`src/rtl/wme_pkg.sv`:
```
`timescale 1ns / 1ps
// Shared types, constants and helper functions of the WSPR message encoder.
package wme_pkg;

	localparam logic [7:0] NumPos    = 8'd162;
	localparam logic [7:0] LastPos   = 8'd161;
	localparam logic [4:0] LastGroup = 5'd26;
	localparam logic [2:0] LastStep  = 3'd5;

	localparam logic [31:0] PolyA = 32'hF2D05351;
	localparam logic [31:0] PolyB = 32'hE4613C47;

	localparam logic [7:0] Space = 8'h20;

	// Sync vector, symbol 0 leftmost.
	localparam logic [0:161] SyncVec = {
		26'b11000000100011100010010111, 16'b1000000010010100,
		26'b00001011001101000110100001, 16'b1010101010010010,
		26'b11000110101000100000100100, 16'b1110110011010001,
		26'b11000001010011000000011010, 10'b1100011000
	};

	typedef enum logic [1:0] {
		PK_IDLE,
		PK_CHECK,
		PK_HORNER,
		PK_DONE
	} pack_state_t;

	typedef enum logic {
		ENC_IDLE,
		ENC_RUN
	} enc_state_t;

	typedef struct packed {
		logic        ok;
		logic [49:0] word;
	} msg_t;

	typedef struct packed {
		logic       vld;
		logic [7:0] pos;
		logic       dbit;
		logic       last;
		logic       ok;
	} wr_ev_t;

	typedef struct packed {
		logic       ok;
		logic [5:0] code;
	} chr_t;

	function automatic logic is_digit(input logic [7:0] ch);
		return (ch >= 8'h30) && (ch <= 8'h39);
	endfunction

	// '0'-'9' -> 0-9, 'A'-'Z' -> 10-35, space -> 36
	function automatic chr_t char_code(input logic [7:0] ch);
		chr_t r;
		r.ok   = 1'b0;
		r.code = '0;
		if (is_digit(ch)) begin
			r.ok   = 1'b1;
			r.code = 6'(ch - 8'h30);
		end else if (ch >= 8'h41 && ch <= 8'h5A) begin
			r.ok   = 1'b1;
			r.code = 6'(ch - 8'h37);
		end else if (ch == Space) begin
			r.ok   = 1'b1;
			r.code = 6'd36;
		end
		return r;
	endfunction

	function automatic logic [7:0] rev8(input logic [7:0] v);
		logic [7:0] r;
		for (int k = 0; k < 8; k++) begin
			r[7 - k] = v[k];
		end
		return r;
	endfunction

	// pos / 6 by reciprocal, exact for pos below 162
	function automatic logic [4:0] pos_row(input logic [7:0] pos);
		logic [15:0] p;
		p = 16'(pos) * 16'd171;
		return p[14:10];
	endfunction

	function automatic logic [2:0] pos_col(input logic [7:0] pos);
		logic [7:0] r;
		r = pos - 8'(pos_row(pos)) * 8'd6;
		return r[2:0];
	endfunction

	function automatic logic [5:0] sync_bits(input logic [4:0] grp);
		logic [7:0] base;
		logic [5:0] r;
		base = 8'(grp) * 8'd6;
		for (int i = 0; i < 6; i++) begin
			r[i] = SyncVec[base + 8'(i)];
		end
		return r;
	endfunction

	function automatic logic [5:0] horner_mul(input logic [2:0] step);
		logic [5:0] m;
		case (step)
			3'd1:    m = 6'd36;
			3'd2:    m = 6'd10;
			default: m = 6'd27;
		endcase
		return m;
	endfunction

	// power 0..60 moved to its legal level, plus the offset of 64
	function automatic logic [6:0] power_code(input logic [5:0] d);
		logic [5:0] rem;
		logic [6:0] base;
		logic [6:0] r;
		rem  = d;
		base = 7'(d) + 7'd64;
		for (int k = 0; k < 6; k++) begin
			if (rem >= 6'd10) begin
				rem = rem - 6'd10;
			end
		end
		case (rem)
			6'd1, 6'd4, 6'd8: r = base - 7'd1;
			6'd2, 6'd6, 6'd9: r = base + 7'd1;
			6'd5:             r = base + 7'd2;
			default:          r = base;
		endcase
		return r;
	endfunction

endpackage

```
`src/rtl/wme_packer.sv`:
```
`timescale 1ns / 1ps
// Message intake: callsign normalization, validation and packing into the 50-bit word.
module wme_packer (
	input  logic                  clk,
	input  logic                  arst_n,
	input  logic                  msg_valid,
	output logic                  msg_stall,
	input  logic [47:0]           call_text,
	input  logic [3:0]            call_len,
	input  logic [31:0]           locator_text,
	input  logic signed [7:0]     power_dbm,
	output logic                  enc_valid,
	output wme_pkg::msg_t         enc_msg,
	input  logic                  enc_ready
);

	wme_pkg::pack_state_t state_q, state_d;

	logic [47:0] call_q;
	logic [3:0]  len_q;
	logic [31:0] loc_q;
	logic [7:0]  pwr_q;

	logic [5:0]  term_q [0:5];
	logic [27:0] acc_q;
	logic [2:0]  step_q;
	logic [7:0]  lt_q, lu_q;
	logic [14:0] nloc_q;
	logic [6:0]  nd_q;
	logic        ok_q;

	logic [7:0]         raw [0:5];
	logic [7:0]         cs  [0:5];
	wme_pkg::chr_t      cc  [0:5];
	logic [7:0]         lch [0:3];
	logic               d1, d2, call_ok, loc_ok, pwr_ok, all_ok;

	always_comb begin
		for (int k = 0; k < 6; k++) begin
			raw[k] = call_q[47 - 8 * k -: 8];
		end
		d1 = wme_pkg::is_digit(raw[1]);
		d2 = wme_pkg::is_digit(raw[2]);
		// third character a digit: keep; else shift right by one behind a space
		cs[0] = d2 ? raw[0] : wme_pkg::Space;
		for (int k = 1; k < 6; k++) begin
			if (d2) begin
				cs[k] = (4'(k) < len_q) ? raw[k] : wme_pkg::Space;
			end else begin
				cs[k] = (4'(k - 1) < len_q) ? raw[k - 1] : wme_pkg::Space;
			end
		end
		for (int k = 0; k < 6; k++) begin
			cc[k] = wme_pkg::char_code(cs[k]);
		end
		call_ok = (len_q >= 4'd3) && (len_q <= 4'd6) && (d2 || (d1 && len_q <= 4'd5))
			&& cc[0].ok
			&& cc[1].ok && (cc[1].code < 6'd36)
			&& cc[2].ok && (cc[2].code < 6'd10)
			&& cc[3].ok && (cc[3].code >= 6'd10)
			&& cc[4].ok && (cc[4].code >= 6'd10)
			&& cc[5].ok && (cc[5].code >= 6'd10);
		for (int k = 0; k < 4; k++) begin
			lch[k] = loc_q[31 - 8 * k -: 8];
		end
		loc_ok = (lch[0] >= 8'h41) && (lch[0] <= 8'h52)
			&& (lch[1] >= 8'h41) && (lch[1] <= 8'h52)
			&& wme_pkg::is_digit(lch[2]) && wme_pkg::is_digit(lch[3]);
		pwr_ok = !pwr_q[7] && (pwr_q <= 8'd60);
		all_ok = call_ok && loc_ok && pwr_ok;
	end

	always_ff @(posedge clk or negedge arst_n) begin
		if (!arst_n) begin
			state_q <= wme_pkg::PK_IDLE;
		end else begin
			state_q <= state_d;
		end
	end

	always_comb begin
		state_d   = state_q;
		msg_stall = 1'b1;
		enc_valid = 1'b0;
		unique case (state_q)
			wme_pkg::PK_IDLE: begin
				msg_stall = 1'b0;
				if (msg_valid) begin
					state_d = wme_pkg::PK_CHECK;
				end
			end
			wme_pkg::PK_CHECK: begin
				state_d = all_ok ? wme_pkg::PK_HORNER : wme_pkg::PK_DONE;
			end
			wme_pkg::PK_HORNER: begin
				if (step_q == wme_pkg::LastStep) begin
					state_d = wme_pkg::PK_DONE;
				end
			end
			wme_pkg::PK_DONE: begin
				enc_valid = 1'b1;
				if (enc_ready) begin
					state_d = wme_pkg::PK_IDLE;
				end
			end
			default: state_d = wme_pkg::PK_IDLE;
		endcase
	end

	always_ff @(posedge clk) begin
		if (state_q == wme_pkg::PK_IDLE && msg_valid) begin
			call_q <= call_text;
			len_q  <= call_len;
			loc_q  <= locator_text;
			pwr_q  <= $unsigned(power_dbm);
		end
		if (state_q == wme_pkg::PK_CHECK) begin
			ok_q   <= all_ok;
			acc_q  <= 28'(cc[0].code);
			step_q <= 3'd1;
			for (int k = 0; k < 3; k++) begin
				term_q[k] <= cc[k].code;
			end
			for (int k = 3; k < 6; k++) begin
				term_q[k] <= cc[k].code - 6'd10;
			end
			lt_q <= 8'd179 - 8'd10 * (lch[0] - 8'h41) - (lch[2] - 8'h30);
			lu_q <= 8'd10 * (lch[1] - 8'h41) + (lch[3] - 8'h30);
			nd_q <= wme_pkg::power_code(pwr_q[5:0]);
		end
		if (state_q == wme_pkg::PK_HORNER) begin
			acc_q  <= 28'(acc_q * 28'(wme_pkg::horner_mul(step_q))) + 28'(term_q[step_q]);
			step_q <= step_q + 3'd1;
			nloc_q <= 15'(16'(lt_q) * 16'd180 + 16'(lu_q));
		end
	end

	assign enc_msg.ok   = ok_q;
	assign enc_msg.word = {acc_q, nloc_q, nd_q};

endmodule

```
`src/rtl/wme_conv_enc.sv`:
```
`timescale 1ns / 1ps
// K=32 rate 1/2 convolutional encoder with bit-reversal interleave addressing.
module wme_conv_enc (
	input  logic              clk,
	input  logic              arst_n,
	input  logic              enc_valid,
	input  wme_pkg::msg_t     enc_msg,
	output logic              enc_ready,
	input  logic              bank_free,
	output wme_pkg::wr_ev_t   ev
);

	wme_pkg::enc_state_t state_q, state_d;

	logic [49:0] word_q;
	logic [31:0] sr_q;
	logic [7:0]  idx_q;
	logic [7:0]  cnt_q;

	logic [31:0] sr_next;
	logic [7:0]  rev_a, rev_b;
	logic        skip, phase, take;

	assign sr_next = {sr_q[30:0], word_q[49]};
	assign rev_a   = wme_pkg::rev8(idx_q);
	assign rev_b   = wme_pkg::rev8(idx_q + 8'd1);
	// odd indices may map past the end; the next even one never does
	assign skip    = rev_a >= wme_pkg::NumPos;
	assign phase   = cnt_q[0];
	assign take    = enc_valid && enc_ready;

	always_ff @(posedge clk or negedge arst_n) begin
		if (!arst_n) begin
			state_q <= wme_pkg::ENC_IDLE;
		end else begin
			state_q <= state_d;
		end
	end

	always_comb begin
		state_d   = state_q;
		enc_ready = 1'b0;
		ev        = '0;
		unique case (state_q)
			wme_pkg::ENC_IDLE: begin
				enc_ready = bank_free;
				if (enc_valid && bank_free) begin
					if (enc_msg.ok) begin
						state_d = wme_pkg::ENC_RUN;
					end else begin
						// rejection takes a bank with no data
						ev.vld  = 1'b1;
						ev.last = 1'b1;
					end
				end
			end
			wme_pkg::ENC_RUN: begin
				ev.vld  = 1'b1;
				ev.ok   = 1'b1;
				ev.pos  = skip ? rev_b : rev_a;
				ev.dbit = phase ? ^(sr_q & wme_pkg::PolyB) : ^(sr_next & wme_pkg::PolyA);
				ev.last = cnt_q == wme_pkg::LastPos;
				if (ev.last) begin
					state_d = wme_pkg::ENC_IDLE;
				end
			end
			default: state_d = wme_pkg::ENC_IDLE;
		endcase
	end

	always_ff @(posedge clk) begin
		if (state_q == wme_pkg::ENC_IDLE) begin
			if (take) begin
				word_q <= enc_msg.word;
				sr_q   <= '0;
				idx_q  <= '0;
				cnt_q  <= '0;
			end
		end else begin
			idx_q <= idx_q + (skip ? 8'd2 : 8'd1);
			cnt_q <= cnt_q + 8'd1;
			if (!phase) begin
				sr_q   <= sr_next;
				word_q <= {word_q[48:0], 1'b0};
			end
		end
	end

endmodule

```
`src/rtl/wme_sym_store.sv`:
```
`timescale 1ns / 1ps
// Ping-pong symbol buffer: read-modify-write bit placement and group readout.
module wme_sym_store (
	input  logic              clk,
	input  logic              arst_n,
	input  wme_pkg::wr_ev_t   ev,
	output logic              bank_free,
	output logic              sym_valid,
	input  logic              sym_stall,
	output logic              msg_ok,
	output logic [4:0]        group_index,
	output logic [1:0]        sym_a,
	output logic [1:0]        sym_b,
	output logic [1:0]        sym_c,
	output logic [1:0]        sym_d,
	output logic [1:0]        sym_e,
	output logic [1:0]        sym_f,
	output logic              last_group
);

	logic [5:0] mem [0:63];

	logic       wbank_q, rbank_q;
	logic [1:0] full_q, okb_q;

	// write side
	logic [4:0] row_a;
	logic [2:0] col_a;
	logic       vld_s1, bank_s1, dbit_s1, last_s1, ok_s1;
	logic [4:0] row_s1;
	logic [2:0] col_s1;
	logic [5:0] rdata_s1;
	logic [5:0] base_b, merged_b;
	logic [5:0] addr_b;
	logic       wr_en;
	logic       wr_en_q;
	logic [5:0] wr_addr_q;
	logic [5:0] wr_data_q;

	// read side
	logic [4:0] rrow_q;
	logic       rd_pend_s1, rd_ok_s1, rd_last_s1;
	logic [4:0] rd_grp_s1;
	logic [5:0] rd_data_s1;
	logic       out_free, load, issue, rd_last;

	logic       ok_q, last_q, valid_q;
	logic [4:0] group_q;
	logic [5:0] data_q, sync_q;

	assign bank_free = !full_q[wbank_q];
	assign row_a     = wme_pkg::pos_row(ev.pos);
	assign col_a     = wme_pkg::pos_col(ev.pos);

	assign addr_b = {bank_s1, row_s1};
	assign wr_en  = vld_s1 && ok_s1;

	always_comb begin
		// forward the previous write, which the read of this row missed
		base_b = (wr_en_q && wr_addr_q == addr_b) ? wr_data_q : rdata_s1;
		merged_b = base_b;
		merged_b[col_s1] = dbit_s1;
	end

	assign out_free = !valid_q || !sym_stall;
	assign load     = rd_pend_s1 && out_free;
	assign issue    = full_q[rbank_q] && (!rd_pend_s1 || load);
	assign rd_last  = !okb_q[rbank_q] || rrow_q == wme_pkg::LastGroup;

	always_ff @(posedge clk) begin
		if (wr_en) begin
			mem[addr_b] <= merged_b;
		end
		rdata_s1 <= mem[{wbank_q, row_a}];
		if (issue) begin
			rd_data_s1 <= mem[{rbank_q, rrow_q}];
		end
	end

	always_ff @(posedge clk) begin
		bank_s1   <= wbank_q;
		row_s1    <= row_a;
		col_s1    <= col_a;
		dbit_s1   <= ev.dbit;
		last_s1   <= ev.last;
		ok_s1     <= ev.ok;
		wr_addr_q <= addr_b;
		wr_data_q <= merged_b;
		if (issue) begin
			rd_grp_s1  <= okb_q[rbank_q] ? rrow_q : '0;
			rd_ok_s1   <= okb_q[rbank_q];
			rd_last_s1 <= rd_last;
		end
		if (load) begin
			ok_q    <= rd_ok_s1;
			last_q  <= rd_last_s1;
			group_q <= rd_grp_s1;
			data_q  <= rd_ok_s1 ? rd_data_s1 : '0;
			sync_q  <= rd_ok_s1 ? wme_pkg::sync_bits(rd_grp_s1) : '0;
		end
	end

	always_ff @(posedge clk or negedge arst_n) begin
		if (!arst_n) begin
			vld_s1     <= 1'b0;
			wr_en_q    <= 1'b0;
			wbank_q    <= 1'b0;
			rbank_q    <= 1'b0;
			full_q     <= '0;
			okb_q      <= '0;
			rrow_q     <= '0;
			rd_pend_s1 <= 1'b0;
			valid_q    <= 1'b0;
		end else begin
			vld_s1  <= ev.vld;
			wr_en_q <= wr_en;
			if (ev.vld && ev.last) begin
				wbank_q <= ~wbank_q;
			end
			if (vld_s1 && last_s1) begin
				full_q[bank_s1] <= 1'b1;
				okb_q[bank_s1]  <= ok_s1;
			end
			if (issue) begin
				rd_pend_s1 <= 1'b1;
				if (rd_last) begin
					full_q[rbank_q] <= 1'b0;
					rbank_q         <= ~rbank_q;
					rrow_q          <= '0;
				end else begin
					rrow_q <= rrow_q + 5'd1;
				end
			end else if (load) begin
				rd_pend_s1 <= 1'b0;
			end
			if (load) begin
				valid_q <= 1'b1;
			end else if (!sym_stall) begin
				valid_q <= 1'b0;
			end
		end
	end

	assign sym_valid   = valid_q;
	assign msg_ok      = ok_q;
	assign group_index = group_q;
	assign last_group  = last_q;
	assign sym_a       = {data_q[0], sync_q[0]};
	assign sym_b       = {data_q[1], sync_q[1]};
	assign sym_c       = {data_q[2], sync_q[2]};
	assign sym_d       = {data_q[3], sync_q[3]};
	assign sym_e       = {data_q[4], sync_q[4]};
	assign sym_f       = {data_q[5], sync_q[5]};

	a_no_write_full: assert property (@(posedge clk) disable iff (!arst_n)
		(vld_s1 && ok_s1) |-> !full_q[bank_s1])
		else $error("bit written into a bank awaiting readout");

	a_fill_free_bank: assert property (@(posedge clk) disable iff (!arst_n)
		ev.vld |-> !full_q[wbank_q])
		else $error("encoder targets a full bank");

	a_last_is_26: assert property (@(posedge clk) disable iff (!arst_n)
		(valid_q && ok_q && last_q) |-> (group_q == wme_pkg::LastGroup))
		else $error("final group of a message is not group 26");

	a_reject_shape: assert property (@(posedge clk) disable iff (!arst_n)
		(valid_q && !ok_q) |-> (last_q && group_q == 5'd0 && data_q == 6'd0
			&& sync_q == 6'd0))
		else $error("malformed rejection item");

endmodule

```
`src/rtl/wspr_message_encoder.sv`:
```
`timescale 1ns / 1ps
// WSPR message encoder top level: intake/packer, convolutional encoder, symbol buffer.
// A valid message passes a check, 5 packing steps, a handoff, 162 encoder bits and the
// buffer before its first group comes out; a rejected message gives its single item.
// The encoder sends one coded bit per cycle to the write port, and it takes a new message
// only after the last bit of the previous one and only when a bank is free.
// Reset clears all control state; buffer contents are not cleared (each row is rewritten).
module wspr_message_encoder (
	input  logic              clk,
	input  logic              arst_n,
	input  logic              msg_valid,
	output logic              msg_stall,
	input  logic [47:0]       call_text,
	input  logic [3:0]        call_len,
	input  logic [31:0]       locator_text,
	input  logic signed [7:0] power_dbm,
	output logic              sym_valid,
	input  logic              sym_stall,
	output logic              msg_ok,
	output logic [4:0]        group_index,
	output logic [1:0]        sym_a,
	output logic [1:0]        sym_b,
	output logic [1:0]        sym_c,
	output logic [1:0]        sym_d,
	output logic [1:0]        sym_e,
	output logic [1:0]        sym_f,
	output logic              last_group
);

	// Packed message handoff: the packer holds it until the encoder has a free bank.
	logic            enc_valid;
	logic            enc_ready;
	wme_pkg::msg_t   enc_msg;

	// One coded bit per cycle toward the buffer, with its interleaved position.
	wme_pkg::wr_ev_t ev;
	logic            bank_free;

	// Validate, normalize and pack; accept a new item as soon as the last one is handed on.
	wme_packer u_packer (
		.clk          (clk),
		.arst_n       (arst_n),
		.msg_valid    (msg_valid),
		.msg_stall    (msg_stall),
		.call_text    (call_text),
		.call_len     (call_len),
		.locator_text (locator_text),
		.power_dbm    (power_dbm),
		.enc_valid    (enc_valid),
		.enc_msg      (enc_msg),
		.enc_ready    (enc_ready)
	);

	// Run 81 steps, two parity bits each, plus a rejection marker for bad messages.
	wme_conv_enc u_conv_enc (
		.clk       (clk),
		.arst_n    (arst_n),
		.enc_valid (enc_valid),
		.enc_msg   (enc_msg),
		.enc_ready (enc_ready),
		.bank_free (bank_free),
		.ev        (ev)
	);

	// Two banks of 27 six-bit rows: one fills while the other drains to the output.
	wme_sym_store u_sym_store (
		.clk         (clk),
		.arst_n      (arst_n),
		.ev          (ev),
		.bank_free   (bank_free),
		.sym_valid   (sym_valid),
		.sym_stall   (sym_stall),
		.msg_ok      (msg_ok),
		.group_index (group_index),
		.sym_a       (sym_a),
		.sym_b       (sym_b),
		.sym_c       (sym_c),
		.sym_d       (sym_d),
		.sym_e       (sym_e),
		.sym_f       (sym_f),
		.last_group  (last_group)
	);

endmodule
```
`config.mk`:
```
export PLATFORM = sky130hd
export DESIGN_NAME = wspr_message_encoder
export DESIGN_NICKNAME = d
export VERILOG_FILES = /design/src/rtl/wme_pkg.sv /design/src/rtl/wme_packer.sv /design/src/rtl/wme_conv_enc.sv /design/src/rtl/wme_sym_store.sv /design/src/rtl/wspr_message_encoder.sv
export SDC_FILE = /design/constraint.sdc
export NUM_CORES = 2
export LEC_CHECK = 0
export ABC_AREA = 1
export CORE_MARGIN = 2
export CORE_UTILIZATION = 50
export DETAILED_ROUTE_END_ITERATION = 7
export DONT_BUFFER_PORTS = 1
export GPL_TIMING_DRIVEN = 1
export PLACE_DENSITY = 0.68
export SETUP_SLACK_MARGIN = 0.05
export SYNTH_ARGS = -nofsm -noshare
export SYNTH_HDL_FRONTEND = slang
export SYNTH_SLANG_ARGS = --single-unit
export TNS_END_PERCENT = 1
```
`constraint.sdc`:
```
create_clock -name clk -period 7 [get_ports clk]
set_clock_uncertainty 0.2 [all_clocks]
set_input_delay 2.1 -clock clk [delete_from_list [all_inputs] [get_ports clk]]
set_output_delay 2.1 -clock clk [all_outputs]
set_load 0.005 [all_outputs]
```
==> reports/results.ini <==
[outcome]
outcome=finished, final reports clean

[grt]
grt-ovfl-total=0
grt_pass1_wl_um=188000
grt_max_degree=174
gr-usage-all-layers=0.240
antenna_found_initial=1
grt_pass1_vias=35000

[layout]
final_layout_size_suffix_gt1_frac=0.0528
post-route-util=0.547
layout.nets=5749
final_area_mm2=0.0517
antennaDiodeCount=0
syn_to_final_growth_pct=8.75

[routing]
wire_per_inst_um=17.8
routed_wl_um=118000
num_vias=36300
drt-initial-drc-count=3644
drt_pre_antenna_iters=7
viasPerCell=5.51
drc=0
postRouteAntennaNets=0

[floorplan]
num_io_pins=117
start_util=0.503
die_height_um=312
core_area_mm2=0.0946
die_area_mm2=0.0976
fp-row-count=113
dieWidth_um=312

[synth]
ys_async_sr_fraction=0.0236
syn_inst=5334
synth_cell_type_count=74
avgSynthCellArea_um2=8.92
synth-edff-count=712
syn_nets=5827
synth_area_mm2=0.0476
synth-main-ff-cell=edfxtp_1
ys_seq_area_frac=0.473
ys_warn_count=0
ys_ff_latch=763

[clock_network]
clk_latency_ps=670
ctsResizeCount=0
cts_tree=built
numCtsBuffers=85
htreeDepth=3
root_buffer=clkbuf_16
ctsHoldBuffers=0
post_cts_buffers=0
cts.sinks=763
clk_path_buf_depth=3
clkTransAtPathRegs_ps=60

[setup_path]
reg2regPathDepth=27
regToRegSetupSlack_ps=600
end_kind=flip-flop
r2r-start=u_conv_enc.idx_q[1]
worstSetupPathType=reg -> reg
arrival_ps=6770
crit_fanout=13
r2r-end=u_sym_store.rdata_s1[4]
critPathLaunch=u_conv_enc.idx_q[1]
required_ps=7370
endpoint=u_sym_store.rdata_s1[4]
cp-start-kind=flip-flop

[pwr]
max-vdd-ir-drop_mv=0.777
power_leakage_nw=22.8
powerDensity_mw_per_mm2=512

[place]
place.gp.congestion=0.911
portBuffers=0
placed_cell_area_mm2=0.0488
hpwl_um=80500

[timing]
final_max_slew_viol_count=0
rsz0062_at_grt=no
max-slew-margin-rel=0.202
tightest_slew_ps=1200
hold_viol_final=0
setup_viol=0
period_share=0.915
fmax_mhz=156
fin_setup_tns_ps=0
fin_crit_ps=6400

[run]
cap_violations=0

[hold_path]
hold_path.class=reg -> reg

[worst min-delay path by stage]
stage | from | cells after the start | end | slack (ps)
2_1_floorplan | u_sym_store.wbank_q | 0 | u_sym_store.bank_s1 | 150
3_3_place_gp | u_packer.lu_q[1] | 0 | u_packer.nloc_q[1] | 200
3_5_place_dp | u_packer.lu_q[1] | 0 | u_packer.nloc_q[1] | 210
4_1_cts | u_packer.lu_q[1] | 0 | u_packer.nloc_q[1] | 220
5_1_grt | u_packer.lu_q[1] | 0 | u_packer.nloc_q[1] | 230
6_report | u_packer.lu_q[0] | 0 | u_packer.nloc_q[0] | 220
[cell families after synthesis]
logic type,after synthesis,synth area share
AND/OR/NAND/NOR,2029,0.177
buffers and inverters,988,0.0805
XOR/XNOR,128,0.0237
AO/OA/AOI/OAI,1027,0.121
adder cells (fa/ha/maj),397,0.124
flip-flops,763,0.473
multiplexers,2,0.000447
[routing by layer]
metal	global-route usage	up-vias	routed length, µm
met4	0.0967	0	5010
met1	0.309	17100	48000
met2	0.402	1337	56000
met3	0.0419	277	8530
met5	0	-	0
li1	-	17700	-
[cells in the mapped netlist, drive strengths merged, types with 3 or more instances]
master   number  share of area
a22oi         4        0.00063
a211oi       15         0.0024
nand4        31         0.0042
clkinv        6        0.00047
o2111ai       4        0.00074
a31oi        25         0.0036
buf          78         0.0087
nand3       304          0.032
nand3b        6         0.0012
o21ai       549          0.058
a2111oi       4        0.00074
a21oi       248          0.026
nor2        331          0.027
inv         767          0.061
a32o         11         0.0023
clkbuf      137          0.011
o221ai        5        0.00092
edfxtp      712           0.45
fa          125          0.053
nand2      1286           0.10
nor3         33         0.0036
nor4          6        0.00079
ha          272          0.072
o311ai        3        0.00055
dfxtp        33          0.014
or2          26         0.0034
o211ai       91          0.015
o21a         15         0.0024
o21bai        6        0.00095
xor2         90          0.017
o31ai        15         0.0025
xnor2        38         0.0070
o22ai        19         0.0025
dfrtp        18         0.0095
[where the power goes]
group          switching [mW]  internal [mW]  total [mW]  leakage (nW)
Sequential              0.214           5.91        6.13          6.17
Combinational            9.71           6.03        15.7          15.2
Clock                    1.89           2.75        4.64          1.41
Total                    11.8           14.7        26.5          22.8
[worst max-delay path, stage by stage (launching register included)]
cell and delay, ps:
edfxtp_1 490, inv_1 90, ha_1 150, nand3_1 90, nand2_2 160, nand4_2 120
o21ai_1 150, nand2_1 70, a21oi_2 210, ha_1 230, inv_1 60, fa_1 460
fa_1 510, inv_1 50, fa_1 480, ha_1 340, a21oi_1 170, nand2_1 80
a21oi_1 170, nand2_1 70, nand2_1 210, o31ai_2 90, xor2_1 810, inv_2 360
nand3_1 250, nand2_1 110, nand2_1 70, nand2_1 50
[layout make-up]
class	instances	area, µm²
Multi-Input combinational cell	3583	21400
Inverter	773	2900
Sequential cell	763	22500
Tap cell	1265	1580
Clock buffer	109	2300
Clock inverter	49	599
Fill cell	8310	42900
Timing Repair Buffer	50	463
[per-stage QoR]
stage	total power, mW	hold slack (ps)	instances	setup WS [ps]
floorplan	18.4	145	5334	640
global placement	21.5	201	6434	481
detailed placement	21.7	206	6434	317
CTS	26.5	220	6592	205
global route	29.3	225	6592	98.8
finish	26.5	222	6592	597
[registers in the layout (all words and copies together), names as in the netlist, 6 cells and up, named ones only]
signal                  flops
u_conv_enc.cnt_q            8
u_conv_enc.idx_q            8
u_conv_enc.sr_q            32
u_conv_enc.word_q          50
u_packer.acc_q             28
u_packer.call_q            48
u_packer.lch               32
u_packer.lt_q               8
u_packer.lu_q               8
u_packer.nd_q               7
u_packer.nloc_q            15
u_packer.pwr_q              8
u_packer.term_q            36
u_sym_store.data_q          6
u_sym_store.mem           384
u_sym_store.rd_data_s1      6
u_sym_store.rdata_s1        6
u_sym_store.sync_q          6
u_sym_store.wr_addr_q       6
u_sym_store.wr_data_q       6
[placed cells by master (no fill, tap or decap), types with 7 or more instances in the layout]
| master | netlist | layout |
|---|---|---|
| bufinv_16 | 0 | 11 |
| o21a_1 | 15 | 15 |
| o211ai_1 | 89 | 89 |
| clkbuf_16 | 0 | 87 |
| a21oi_1 | 244 | 243 |
| clkinv_1 | 6 | 19 |
| nor3_1 | 32 | 32 |
| ha_1 | 272 | 271 |
| o21ai_0 | 528 | 524 |
| nand2_1 | 1262 | 1262 |
| xor2_1 | 89 | 89 |
| clkinv_2 | 0 | 15 |
| nand2_2 | 21 | 20 |
| fa_1 | 125 | 125 |
| a31oi_1 | 24 | 24 |
| inv_1 | 744 | 743 |
| buf_4 | 15 | 43 |
| nand4_1 | 30 | 30 |
| xnor2_1 | 38 | 38 |
| nand3_1 | 300 | 300 |
| inv_2 | 23 | 22 |
| edfxtp_1 | 712 | 712 |
| buf_12 | 0 | 7 |
| dfrtp_1 | 18 | 15 |
| dfxtp_1 | 33 | 33 |
| or2_2 | 13 | 12 |
| o21ai_1 | 21 | 22 |
| o22ai_1 | 19 | 13 |
| or2_1 | 10 | 10 |
| a211oi_1 | 15 | 15 |
| clkbuf_1 | 136 | 18 |
| o31ai_1 | 14 | 12 |
| nor2_1 | 322 | 322 |
| a32o_1 | 11 | 11 |
(Power assumes the default switching activity.)
